$ cat src/hw/rtl/dpmbc_pkg.sv
// ----------------------------------------------------------------------------
// dpmbc_pkg
// Shared types and constants of the dual port memory bus controller.
// ----------------------------------------------------------------------------
package dpmbc_pkg;

    localparam int DATA_W    = 32;
    localparam int BE_W      = 4;
    // word count of the local memory; must be a power of two
    localparam int MEM_WORDS = 16384;
    localparam int MEM_IDX_W = $clog2(MEM_WORDS);

    localparam int CFG_IDX_W = 2;
    localparam logic [CFG_IDX_W-1:0] CFG_WIN_BASE     = CFG_IDX_W'(0);
    localparam logic [CFG_IDX_W-1:0] CFG_WINDOW_LIMIT = CFG_IDX_W'(1);

    localparam logic [DATA_W-1:0] START_ADDRESS_RST = 32'h1000_0000;
    localparam logic [DATA_W-1:0] WINDOW_LIMIT_RST  = 32'h101F_FFFF;
    localparam logic [BE_W-1:0]   BUS_SEL_ALL       = 4'hF;

    typedef struct packed {
        logic              instr_strobe;
        logic [DATA_W-1:0] instr_address;
        logic              data_strobe;
        logic              data_write;
        logic [DATA_W-1:0] data_address;
        logic [DATA_W-1:0] data_write_value;
        logic [BE_W-1:0]   byte_enables;
        logic              bus_ack_in;
        logic [DATA_W-1:0] bus_read_value;
    } dpmbc_in_t;

    typedef struct packed {
        logic              instr_ack;
        logic [DATA_W-1:0] instr_read_value;
        logic              data_ack;
        logic [DATA_W-1:0] data_read_value;
        logic [DATA_W-1:0] bus_address;
        logic [DATA_W-1:0] bus_write_value;
        logic              bus_cycle_strobe;
        logic              bus_write_enable;
        logic [BE_W-1:0]   bus_select;
    } dpmbc_out_t;

    // memory access issued by the sequencer
    typedef struct packed {
        logic                 rd_en;
        logic                 wr_en;
        logic [MEM_IDX_W-1:0] index;
        logic [DATA_W-1:0]    wdata;
        logic [DATA_W-1:0]    wmask;
    } dpmbc_mem_req_t;

endpackage

$ cat src/hw/rtl/dpmbc_fsm.sv
// ----------------------------------------------------------------------------
// dpmbc_fsm
// Phase sequencer: decodes each tick request, holds the window registers,
// drives the memory port and forms the result word.
// ----------------------------------------------------------------------------
module dpmbc_fsm (
    input  logic                            aclk,
    input  logic                            aresetn,
    input  logic                            accept,
    input  dpmbc_pkg::dpmbc_in_t            item,
    input  logic [dpmbc_pkg::DATA_W-1:0]    rd_word,
    input  logic                            cfg_write,
    input  logic [dpmbc_pkg::CFG_IDX_W-1:0] cfg_index,
    input  logic [dpmbc_pkg::DATA_W-1:0]    cfg_data,
    output dpmbc_pkg::dpmbc_out_t           result,
    output dpmbc_pkg::dpmbc_mem_req_t       mem_req
);
    import dpmbc_pkg::*;

    localparam int PH_W = 4;
    localparam logic [PH_W-1:0] PH_IDLE = 4'd0;
    localparam logic [PH_W-1:0] PH_DR1  = 4'd1;
    localparam logic [PH_W-1:0] PH_DR2  = 4'd2;
    localparam logic [PH_W-1:0] PH_DW1  = 4'd3;
    localparam logic [PH_W-1:0] PH_DW2  = 4'd4;
    localparam logic [PH_W-1:0] PH_IR1  = 4'd5;
    localparam logic [PH_W-1:0] PH_IR2  = 4'd6;
    localparam logic [PH_W-1:0] PH_WW1  = 4'd7;
    localparam logic [PH_W-1:0] PH_WW2  = 4'd8;
    localparam logic [PH_W-1:0] PH_WW3  = 4'd9;
    localparam logic [PH_W-1:0] PH_WR1  = 4'd10;
    localparam logic [PH_W-1:0] PH_WR2  = 4'd11;

    logic [PH_W-1:0]   phase_reg, phase_next;
    logic [DATA_W-1:0] start_address_reg;
    logic [DATA_W-1:0] window_limit_reg;
    logic [DATA_W-1:0] offset;
    logic              local_hit;
    logic [DATA_W-1:0] byte_mask;
    logic              rd_en, wr_en;
    logic [MEM_IDX_W-1:0] rd_index;

    always_ff @(posedge aclk) begin
        if (!aresetn) begin
            phase_reg         <= PH_IDLE;
            start_address_reg <= START_ADDRESS_RST;
            window_limit_reg  <= WINDOW_LIMIT_RST;
        end else begin
            if (accept) begin
                phase_reg <= phase_next;
            end
            if (cfg_write) begin
                unique case (cfg_index)
                    CFG_WIN_BASE:     start_address_reg <= cfg_data;
                    CFG_WINDOW_LIMIT: window_limit_reg  <= cfg_data;
                    default: ;
                endcase
            end
        end
    end

    // unsigned wrap compare of the offset into the local window
    assign offset    = item.data_address - start_address_reg;
    assign local_hit = (offset <= window_limit_reg);

    always_comb begin
        for (int k = 0; k < BE_W; k++) begin
            byte_mask[8*k +: 8] = {8{item.byte_enables[k]}};
        end
    end

    always_comb begin
        result     = '0;
        phase_next = phase_reg;
        rd_en      = 1'b0;
        wr_en      = 1'b0;
        rd_index   = item.data_address[MEM_IDX_W+1:2];
        unique case (phase_reg)
            PH_IDLE: begin
                if (item.instr_strobe) begin
                    phase_next = PH_IR1;
                end else if (item.data_strobe) begin
                    if (local_hit) begin
                        phase_next = item.data_write ? PH_DW1 : PH_DR1;
                    end else begin
                        phase_next = item.data_write ? PH_WW1 : PH_WR1;
                    end
                end
            end
            PH_DR1: begin
                rd_en      = 1'b1;
                phase_next = PH_DR2;
            end
            PH_DR2: begin
                result.data_ack        = 1'b1;
                result.data_read_value = rd_word;
                phase_next             = PH_IDLE;
            end
            PH_DW1: begin
                wr_en      = 1'b1;
                phase_next = PH_DW2;
            end
            PH_DW2: begin
                result.data_ack = 1'b1;
                phase_next      = PH_IDLE;
            end
            PH_IR1: begin
                rd_en      = 1'b1;
                rd_index   = item.instr_address[MEM_IDX_W+1:2];
                phase_next = PH_IR2;
            end
            PH_IR2: begin
                result.instr_ack        = 1'b1;
                result.instr_read_value = rd_word;
                phase_next              = PH_IDLE;
            end
            PH_WW1, PH_WW2, PH_WW3: begin
                result.bus_address      = item.data_address;
                result.bus_write_value  = item.data_write_value;
                result.bus_cycle_strobe = 1'b1;
                result.bus_write_enable = 1'b1;
                result.bus_select       = BUS_SEL_ALL;
                if (phase_reg == PH_WW1) begin
                    phase_next = PH_WW2;
                end else if (phase_reg == PH_WW2) begin
                    phase_next = item.bus_ack_in ? PH_WW3 : PH_WW2;
                end else begin
                    result.data_ack = 1'b1;
                    phase_next      = PH_IDLE;
                end
            end
            PH_WR1: begin
                result.bus_address      = item.data_address;
                result.bus_cycle_strobe = 1'b1;
                result.bus_select       = BUS_SEL_ALL;
                if (item.bus_ack_in) begin
                    phase_next = PH_WR2;
                end
            end
            PH_WR2: begin
                result.bus_address      = item.data_address;
                result.bus_cycle_strobe = 1'b1;
                result.bus_select       = BUS_SEL_ALL;
                result.data_ack         = 1'b1;
                result.data_read_value  = item.bus_read_value;
                phase_next              = PH_IDLE;
            end
            default: begin
                phase_next = PH_IDLE;
            end
        endcase
    end

    // memory is touched only by an accepted request
    assign mem_req.rd_en = rd_en & accept;
    assign mem_req.wr_en = wr_en & accept;
    assign mem_req.index = rd_index;
    assign mem_req.wdata = item.data_write_value;
    assign mem_req.wmask = byte_mask;

    a_wr_only_dw1: assert property (@(posedge aclk) disable iff (!aresetn)
        mem_req.wr_en |-> (accept && phase_reg == PH_DW1))
        else $error("memory write outside local write phase");

    a_read_then_return: assert property (@(posedge aclk) disable iff (!aresetn)
        (accept && (phase_reg == PH_DR1 || phase_reg == PH_IR1)) |=>
        (phase_reg == PH_DR2 || phase_reg == PH_IR2))
        else $error("local read not followed by return phase");

    a_one_ack: assert property (@(posedge aclk) disable iff (!aresetn)
        !(result.instr_ack && result.data_ack))
        else $error("instruction and data ack together");

    a_bus_idle_quiet: assert property (@(posedge aclk) disable iff (!aresetn)
        !result.bus_cycle_strobe |-> (result.bus_select == '0 && !result.bus_write_enable))
        else $error("bus signals active without a cycle");

endmodule

$ cat config.mk
export PLATFORM = sky130hd
export DESIGN_NAME = dpmbc_fsm
export DESIGN_NICKNAME = d
export VERILOG_FILES = /design/src/hw/rtl/dpmbc_pkg.sv /design/src/hw/rtl/dpmbc_fsm.sv
export SDC_FILE = /design/constraint.sdc
export NUM_CORES = 1
export LEC_CHECK = 0
export BUFFER_PORTS_ARGS = -buffer_cell sky130_fd_sc_hd__buf_2
export CAP_MARGIN = 10
export CORE_AREA = 2 2 164 166
export DETAILED_ROUTE_END_ITERATION = 12
export DIE_AREA = 0 0 166 168
export PLACE_DENSITY = 0.55
export SETUP_SLACK_MARGIN = 0.02
export SLEW_MARGIN = 20
export SYNTH_ARGS = -nofsm -noshare
export SYNTH_HDL_FRONTEND = slang
export SYNTH_SLANG_ARGS = --single-unit
$ cat constraint.sdc
create_clock -name aclk -period 11.7 [get_ports aclk]
set_input_delay 0 -clock aclk [delete_from_list [all_inputs] [get_ports aclk]]
set_output_delay 0 -clock aclk [all_outputs]
set_load 0.02 [all_outputs]
==> results of run 1 <==
## power breakdown
part           internal, mW  switching (mW)  leakage, nW
Sequential            0.243          0.0117        0.555
Clock                 0.141           0.103        0.126
Combinational         0.145           0.202         3.92
Total                 0.529           0.317         4.60
## logic make-up after synthesis
kind of cell,Yosys count,synth area share
simple gates,310,0.227
compound gates,245,0.252
buf+inv,188,0.141
flops,68,0.200
fa+ha+maj,64,0.119
xor+xnor,28,0.0360
mux,15,0.0246
## cell type report
cell class,instances,area [um^2]
flip-flops and latches,68,1360
inverters,75,282
clock inverters,3,15.0
fillers,2897,17300
repair buffers,405,2200
well taps,341,427
clock buffers,12,236
multi-input cells,662,4500
## critical path, stage by stage, from the launching register on
cell and delay, ps:
dfxtp_1 320, inv_1 40, ha_1 340, a211oi_1 330
o211ai_1 170, a41oi_1 290, o21ai_1 90, a21o_1 170
a31oi_1 420, o31ai_1 150, xor2_1 170, ha_1 310
nand4_1 160, nor4_1 520, nand2_1 190, nand2_1 100
o21ai_1 140, o311a_1 360
## through the flow
step | util | power, mW | cell area (um^2) | setup slack (ps)
2_1_floorplan | - | 0.500 | 6810 | 8010
4_1_cts | 0.343 | 0.858 | 9030 | 7230
6_report | 0.343 | 0.847 | 9030 | 7310
3_5_place_dp | 0.321 | 0.598 | 8450 | 7260
3_3_place_gp | 0.320 | 0.596 | 8440 | 7350
5_1_grt | 0.343 | 0.905 | 9030 | 6750
## layout by cell type (no fill, tap or decap), drive strengths merged, types with 2 or more instances in the layout
cell type	n
buf	372
nor4	2
mux2	14
inv	75
o31a	3
clkinv	3
dfxtp	68
o21ai	34
nand3b	2
clkbuf	12
xnor2	17
a21o	31
nor2	18
nand2	136
and3	4
nor2b	36
a21boi	43
ha	63
a211oi	2
o31ai	2
nand4	11
nand2b	12
or2	2
a21oi	43
o21a	8
a31oi	5
o211ai	26
dlygate4sd3	33
xor2	11
and2	64
a22o	32
o21bai	3
nand3	10
nor3	7
## worst max path at each step
stage                                      to  slack [ps]  cells past startpoint
global route        phase_reg[1]$_SDFFE_PN0P_        6750                     17
CTS                 phase_reg[1]$_SDFFE_PN0P_        7230                     17
floorplan           phase_reg[1]$_SDFFE_PN0P_        8010                     17
global placement    phase_reg[1]$_SDFFE_PN0P_        7350                     17
detailed placement  phase_reg[1]$_SDFFE_PN0P_        7260                     17
finish              phase_reg[1]$_SDFFE_PN0P_        7310                     17
## layer usage
metal | up-vias | part of all wire
li1 | 3678 | -
met1 | 3350 | 0.43
met2 | 256 | 0.48
met3 | 46 | 0.062
met4 | 6 | 0.024
met5 | - | 0.0016
==> results.json, run 1 <==
{
  "dp.cells": 1518,
  "crit_path_end_kind": "register",
  "syn2layout_area_growth_pct": 32.7,
  "htreeDepth": 3,
  "cp-start-kind": "register",
  "diodes": 0,
  "post_cts_buffers": 0,
  "status": "complete, no violations",
  "synth_area_leaders": "dfxtp_1 20%, ha_1 12%, buf_4 7.5%",
  "dr.pass1.iters": 5,
  "grt_start_max_net_pins": 70,
  "skew_ps": 4.66,
  "grt_overflow": 0,
  "dieArea_um2": 27900,
  "yosysSeqAreaShare": 0.200,
  "core.rowCount": 60,
  "nNetsFinal": 1491,
  "vias": 7336,
  "vdd_drop_max_v": 0.0000640,
  "critical_path_peak_fanout": 6,
  "powerDensity_nw_per_um2": 93.8,
  "drtIter0Drc": 338,
  "synthArstFlopShare": 0,
  "whs_endpoint": "mem_req[22]",
  "clock_latency_ps": 350,
  "rrSetupSlack_ps": 7310,
  "cts_sinks": 68,
  "synth.cells.most_frequent": "136 x nand2_1, 75 x inv_1, 68 x buf_4, 68 x dfxtp_1, 64 x and2_1",
  "rsz0062_at_grt": "no",
  "synthFlopType": "dfxtp_1",
  "grtUsageMet1": 0.228,
  "numPortBuffers": 367,
  "wl_per_cell_um": 16.9,
  "cp_data_arrival_time_ps": 4620,
  "r2r_start": "start_address_reg[10]$_SDFFE_PN0P_",
  "critPathLaunch": "start_address_reg[10]$_SDFFE_PN0P_",
  "ys_seq_elements": 68,
  "drv_cap": 0,
  "grt.busiest_layer": "met2",
  "io_pins": 422,
  "fin_cells": 1566,
  "report.final.hold_viol_count": 0,
  "cts_buffers": 9,
  "maxSlewHeadroom": 0.309,
  "min_from": "item[35]",
  "core_um2": 26400,
  "hold_buffers": 33,
  "worstPathRequired_ps": 11930,
  "grtUsageMet3": 0.0374,
  "die_y_um": 168,
  "use_met2": 0.319,
  "finalMaxSlewViolations": 0,
  "postRouteAntennaNets": 0,
  "synth_area_per_cell_um2": 7.41,
  "tns_ps": 0,
  "synth-edff-count": 0,
  "fmax_ghz": 0.228,
  "grt_usage": 0.184,
  "critPathKind": "register to register",
  "synth_most_common_cell": "nand2_1",
  "min_period_ps": 4390,
  "gp_congestion": 0.865,
  "synth.top_cell.area_share": 0.200,
  "path_clk_slew_ps": 60,
  "hpwl_mm": 21.3,
  "finalSetupViolCount": 0,
  "drc_errors": 0,
  "whs_ps": 0.0206,
  "synth_cell_types": 58,
  "drive_gt1_frac": 0.332,
  "r2r-end": "phase_reg[1]$_SDFFE_PN0P_",
  "antenna_found_initial": 3,
  "cts_resized": 0,
  "die_w_um": 166,
  "cts_tree": "done",
  "yosys_warnings": 0,
  "worst_pin_slew_ps": 1040,
  "viasPerCell": 4.68,
  "rr_worst_depth": 17,
  "worstHoldPathCells": 0,
  "grt_pass1_wl_mm": 40.2,
  "wl_mm": 26.4,
  "start_util": 0.258,
  "cts.path.max_buffers": 2,
  "syn_inst": 918,
  "cts_root_buf": "clkbuf_16",
  "grt_pass1_vias": 7086,
  "hold_class": "input pin to output pin",
  "synth_area_um2": 6810,
  "syn_nets": 1188,
  "synth_largest_area_cell": "dfxtp_1",
  "final.period_utilization": 0.375,
  "power.leakage_nw": 4.60
}
(Power assumes the default switching activity.)
==> run 2, diff against run 1 <==
- clock period: 11.7 -> 4.15 ns (I/O delays scaled with it)
==> results.json, run 2 (synthesis gave the netlist of run 1 again) <==
{
  "core_um2": 26400,
  "clock_latency_ps": 330,
  "hold_class": "input pin to output pin",
  "wl_mm": 26.3,
  "io_pins": 422,
  "wl_per_cell_um": 16.7,
  "drive_gt1_frac": 0.348,
  "grt_pass1_vias": 6933,
  "rr_worst_depth": 17,
  "status": "complete, no violations",
  "final_common_cell": "buf_2",
  "power.leakage_nw": 4.67,
  "critPathKind": "register to register",
  "rrSetupSlack_ps": 240,
  "dp.cells": 1523,
  "numPortBuffers": 367,
  "critPathBufInv": 1,
  "cts_buffers": 9,
  "critical_path_peak_fanout": 5,
  "path_clk_slew_ps": 60,
  "antenna_found_initial": 8,
  "final.period_utilization": 0.943,
  "die_y_um": 168,
  "cp_data_arrival_time_ps": 4130,
  "cts_root_buf": "clkbuf_16",
  "mostFrequentLayoutCells": "367 x buf_2, 135 x nand2_1, 75 x inv_1",
  "cts.path.max_buffers": 2,
  "postRouteAntennaNets": 0,
  "final_cell_area_um2": 9180,
  "cts_sinks": 68,
  "report.final.hold_viol_count": 0,
  "dr.pass1.iters": 5,
  "grt_pass1_wl_mm": 39.4,
  "cp_top_family": "compound AO/OA/AOI/OAI gates",
  "cp-start-kind": "register",
  "min_period_ps": 3910,
  "grt_start_max_net_pins": 54,
  "hpwl_mm": 21.8,
  "regArea_um2": 1360,
  "timing.critical_path.depth": 17,
  "htreeDepth": 3,
  "fill_cells": 2843,
  "rsz0062_at_grt": "no",
  "slowest_stage": "or4_1",
  "p_total_mw": 2.47,
  "start_util": 0.258,
  "worst_pin_slew_ps": 1090,
  "crit_path_end_kind": "register",
  "powerDensity_nw_per_um2": 269,
  "grt_usage": 0.179,
  "place_area_um2": 8480,
  "nNetsFinal": 1497,
  "finalMaxSlewViolations": 0,
  "fin_cells": 1573,
  "grt_overflow": 0,
  "gp_congestion": 0.857,
  "vdd_drop_max_v": 0.000183,
  "worst_path_largest_cell_delay_ps": 570,
  "die_w_um": 166,
  "syn2layout_area_growth_pct": 34.9,
  "finalSetupViolCount": 0,
  "drtIter0Drc": 351,
  "viasPerCell": 4.71,
  "skew_ps": 5.34,
  "worstPathRequired_ps": 4360,
  "vias": 7415,
  "worstHoldPathCells": 0,
  "cts_tree": "done",
  "drc_errors": 0,
  "fmax_ghz": 0.256,
  "maxSlewHeadroom": 0.275,
  "dieArea_um2": 27900,
  "core.rowCount": 60,
  "worstPathCellList": "inv_1 -> ha_1 -> a21o_1 -> a21oi_2 -> a21oi_2 -> a211o_1 -> o31a_1 -> a41o_1 -> o22ai_2 -> xnor2_1 -> ha_1 -> nand4_1 -> or4_1 -> o211ai_1 -> nand3_1 -> o21ai_0 -> o31ai_1",
  "multi_input_area_um2": 4570,
  "drv_cap": 0
}
-- run 2: cell count changes in the layout (fill, tap and decap cells not counted), moves of 2 or more --
cell / previous run / this run
buf_4: 5 / 11
clkbuf_8: 0 / 4
a21oi_1: 42 / 40
a21oi_2: 1 / 3
clkbuf_1: 3 / 1
clkinv_2: 3 / 1
ha_1: 63 / 61
ha_2: 0 / 2
o21ai_1: 8 / 6
o21ai_2: 0 / 2
-- run 2: per-layer routing --
metal | global-route usage | up-vias | part of all wire | wire (um)
met5 | 0 | - | 0.0026 | 69
met4 | 0.0548 | 12 | 0.026 | 684
met3 | 0.0451 | 62 | 0.071 | 1870
met2 | 0.316 | 287 | 0.48 | 12700
met1 | 0.214 | 3362 | 0.42 | 11000
li1 | - | 3692 | - | -
-- run 2: through the flow --
step / setup TNS [ps] / utilization / setup slack [ps] / hold WS (ps)
CTS: 0 / 0.346 / 69.3 / 0.614
finish: 0 / 0.348 / 237 / 0.0206
detailed placement: -19.1 / 0.322 / -19.1 / 0.614
global route: 0 / 0.348 / 23.6 / 0.154
floorplan: 0 / - / 460 / 113
global placement: 0 / 0.322 / 113 / 0.614
-- run 2: final cells by class --
type / instances / area share
flip-flops and latches: 68 / 0.148
inverters: 75 / 0.0307
clock inverters: 1 / 0.000545
repair buffers: 411 / 0.245
diodes: 1 / 0.000273
multi-input cells: 662 / 0.498
well taps: 341 / 0.0465
clock buffers: 14 / 0.0309
-- run 2: worst register-to-register path, delay by kind of cell, from the launching register on --
family,cells,cell delay [ps]
compound gates,10,1870
simple gates,3,830
fa+ha+maj,2,630
flops,1,330
xor+xnor,1,90
buf+inv,1,50
-- run 2: report_power, final --
group / internal [mW] / total (mW) / leakage (nW) / switching (mW)
logic: 0.418 / 0.994 / 3.97 / 0.575
registers: 0.684 / 0.719 / 0.555 / 0.0345
clock network: 0.466 / 0.756 / 0.145 / 0.290
total: 1.57 / 2.47 / 4.67 / 0.900
-- run 2: final timing paths --
| path | start | to |
|---|---|---|
| max | start_address_reg[4]$_SDFFE_PN0P_ | phase_reg[0]$_SDFFE_PN0P_ |
| max reg2reg | start_address_reg[4]$_SDFFE_PN0P_ | phase_reg[0]$_SDFFE_PN0P_ |
| min reg2reg | window_limit_reg[26]$_SDFFE_PN0P_ | window_limit_reg[26]$_SDFFE_PN0P_ |
| min | item[35] | mem_req[22] |
-- run 2: timing repair --
action / 4_1_cts / 5_1_grt
endpoints found under the setup margin: 1 / 4
hold buffers: 33 / 0
pin swaps: 0 / 7
gates cloned: 0 / 0
endpoints found under the hold margin: 65 / 0
gates resized for setup: 1 / 13
buffers inserted: 0 / 1
==> run 3, diff against run 2 <==
- ABC_AREA: not set -> 1
- CORE_AREA: 2 2 164 166 -> 2 2 165 167
- DIE_AREA: 0 0 166 168 -> 0 0 167 169
==> results.json, run 3 <==
{
  "htreeDepth": 3,
  "io_pins": 422,
  "mostFrequentLayoutCells": "366 x buf_2, 212 x inv_1, 207 x nand2_1",
  "regArea_um2": 1360,
  "hold_class": "input pin to output pin",
  "synthArstFlopShare": 0,
  "cts_buffers": 9,
  "grt_pass1_wl_mm": 43.2,
  "cts_root_buf": "clkbuf_16",
  "multi_input_area_um2": 4090,
  "yosys_warnings": 0,
  "grt.busiest_layer": "met2",
  "drive_gt1_frac": 0.297,
  "core.rowCount": 60,
  "powerDensity_nw_per_um2": 288,
  "drtIter0Drc": 483,
  "numPortBuffers": 367,
  "critical_path_peak_fanout": 4,
  "min_period_ps": 3660,
  "viasPerCell": 4.54,
  "drc_errors": 0,
  "grt_usage": 0.199,
  "final_cell_area_um2": 9220,
  "use_met2": 0.323,
  "start_util": 0.261,
  "synthFlopType": "dfxtp_1",
  "synth.cells.most_frequent": "212 x inv_1, 207 x nand2_1, 122 x nor2_1",
  "dp_slack_ps": 486,
  "worstHoldPathCells": 0,
  "rrSetupSlack_ps": 490,
  "power.leakage_nw": 5.31,
  "vdd_drop_max_v": 0.000204,
  "cts_tree": "done",
  "diodes": 0,
  "syn2layout_area_growth_pct": 33.5,
  "yosysSeqAreaShare": 0.197,
  "synth_most_common_cell": "inv_1",
  "hpwl_mm": 24.9,
  "cts.path.max_buffers": 2,
  "r2r-end": "phase_reg[2]$_SDFFE_PN0P_",
  "fin_cells": 1768,
  "grtUsageMet1": 0.261,
  "crit_path_end_kind": "register",
  "p_total_mw": 2.65,
  "nNetsFinal": 1692,
  "dp.cells": 1720,
  "final.period_utilization": 0.883,
  "synth_area_leaders": "dfxtp_1 20%, inv_1 12%, ha_1 11%",
  "core_um2": 26500,
  "report.final.hold_viol_count": 0,
  "final_common_cell": "buf_2",
  "whs_ps": 0.182,
  "r2r_start": "start_address_reg[0]$_SDFFE_PN0P_",
  "syn_nets": 1380,
  "rr_worst_depth": 21,
  "skew_ps": 7.47,
  "utilization": 0.348,
  "ys_seq_elements": 68,
  "cts_resized": 0,
  "dieArea_um2": 28200,
  "postRouteAntennaNets": 0,
  "worst_pin_slew_ps": 1020,
  "cp-start-kind": "register",
  "synth-edff-count": 0,
  "dr.pass1.iters": 5,
  "finalSetupViolCount": 0,
  "whs_endpoint": "mem_req[7]",
  "fill_cells": 2992,
  "drv_cap": 0,
  "grt_overflow": 0,
  "syn_inst": 1110,
  "min_from": "item[33]",
  "synth_cell_types": 44,
  "synth_area_um2": 6910,
  "die_w_um": 167,
  "clock_latency_ps": 350,
  "status": "complete, no violations",
  "grt_pass1_vias": 7451,
  "critPathKind": "register to register",
  "fin_ws_ps": 486,
  "maxSlewHeadroom": 0.322,
  "wl_per_cell_um": 16.5,
  "antenna_found_initial": 2,
  "worstPathRequired_ps": 4380,
  "synth_area_per_cell_um2": 6.22,
  "rsz0062_at_grt": "no",
  "gp_congestion": 0.895,
  "synth_largest_area_cell": "dfxtp_1",
  "path_clk_slew_ps": 50,
  "cp_data_arrival_time_ps": 3900,
  "grtUsageMet3": 0.0556,
  "tns_ps": 0,
  "cts_sinks": 68,
  "vias": 8023,
  "grt_start_max_net_pins": 66,
  "finalMaxSlewViolations": 0,
  "wl_mm": 29.2,
  "fmax_ghz": 0.273,
  "synth.top_cell.area_share": 0.197,
  "die_y_um": 169,
  "place_area_um2": 8570
}
[run 3: worst max path at each step]
stage,startpoint,to,depth (start not counted)
after global placement,start_address_reg[0]$_SDFFE_PN0P_,phase_reg[2]$_SDFFE_PN0P_,22
final,start_address_reg[0]$_SDFFE_PN0P_,phase_reg[2]$_SDFFE_PN0P_,21
after detailed placement,start_address_reg[0]$_SDFFE_PN0P_,phase_reg[2]$_SDFFE_PN0P_,22
after CTS,start_address_reg[0]$_SDFFE_PN0P_,phase_reg[2]$_SDFFE_PN0P_,22
after floorplan,start_address_reg[0]$_SDFFE_PN0P_,phase_reg[2]$_SDFFE_PN0P_,21
after global routing,start_address_reg[21]$_SDFFE_PN0P_,phase_reg[2]$_SDFFE_PN0P_,21
[run 3: cell families (layout without fill, tap and decap cells)]
family                   count (synthesis)  after routing  share of synthesized area
flip-flops                              68             68                      0.197
buffers and inverters                  321            638                      0.213
AO/OA/AOI/OAI                          250            250                      0.217
XOR/XNOR                                28             28                     0.0355
adder cells (fa/ha/maj)                 64             64                      0.117
AND/OR/NAND/NOR                        379            379                      0.221
[run 3: timing repair]
item	in CTS	in global routing
buffers inserted	0	0
hold endpoints to repair	64	0
hold buffers	32	0
[run 3: routing by layer]
| layer | wire (um) | part of all wire |
|---|---|---|
| met2 | 13100 | 0.45 |
| met5 | 26 | 0.00089 |
| met1 | 13100 | 0.45 |
| met3 | 2290 | 0.078 |
| met4 | 643 | 0.022 |
[run 3: area by class of cell]
class	count	area share
Multi-Input combinational cell	721	0.443
Sequential cell	68	0.148
Clock inverter	6	0.00950
Inverter	216	0.0879
Clock buffer	10	0.0259
Tap cell	341	0.0463
Timing Repair Buffer	406	0.240
[run 3: where the power goes]
group,switching (mW),internal [mW],leakage (nW)
Clock,0.310,0.542,0.162
Sequential,0.0152,0.690,0.557
Combinational,0.697,0.397,4.59
[run 3: critical path, stage by stage (launching register included)]
cell     delay, ps
dfxtp_1        310
ha_1           200
fa_1           430
o21ai_2        240
a21oi_4        120
o21ai_4        200
a21oi_2        120
o21ai_2        180
nand2_1        100
nand3_1         70
nand2_1         70
ha_1           280
nand2_1         70
nor2_1         150
nor3b_2        320
nand4_1        280
nand3_1        160
nand2_1         60
nand2_1         60
nand2_1         50
nand2_1         50
a21oi_1         60
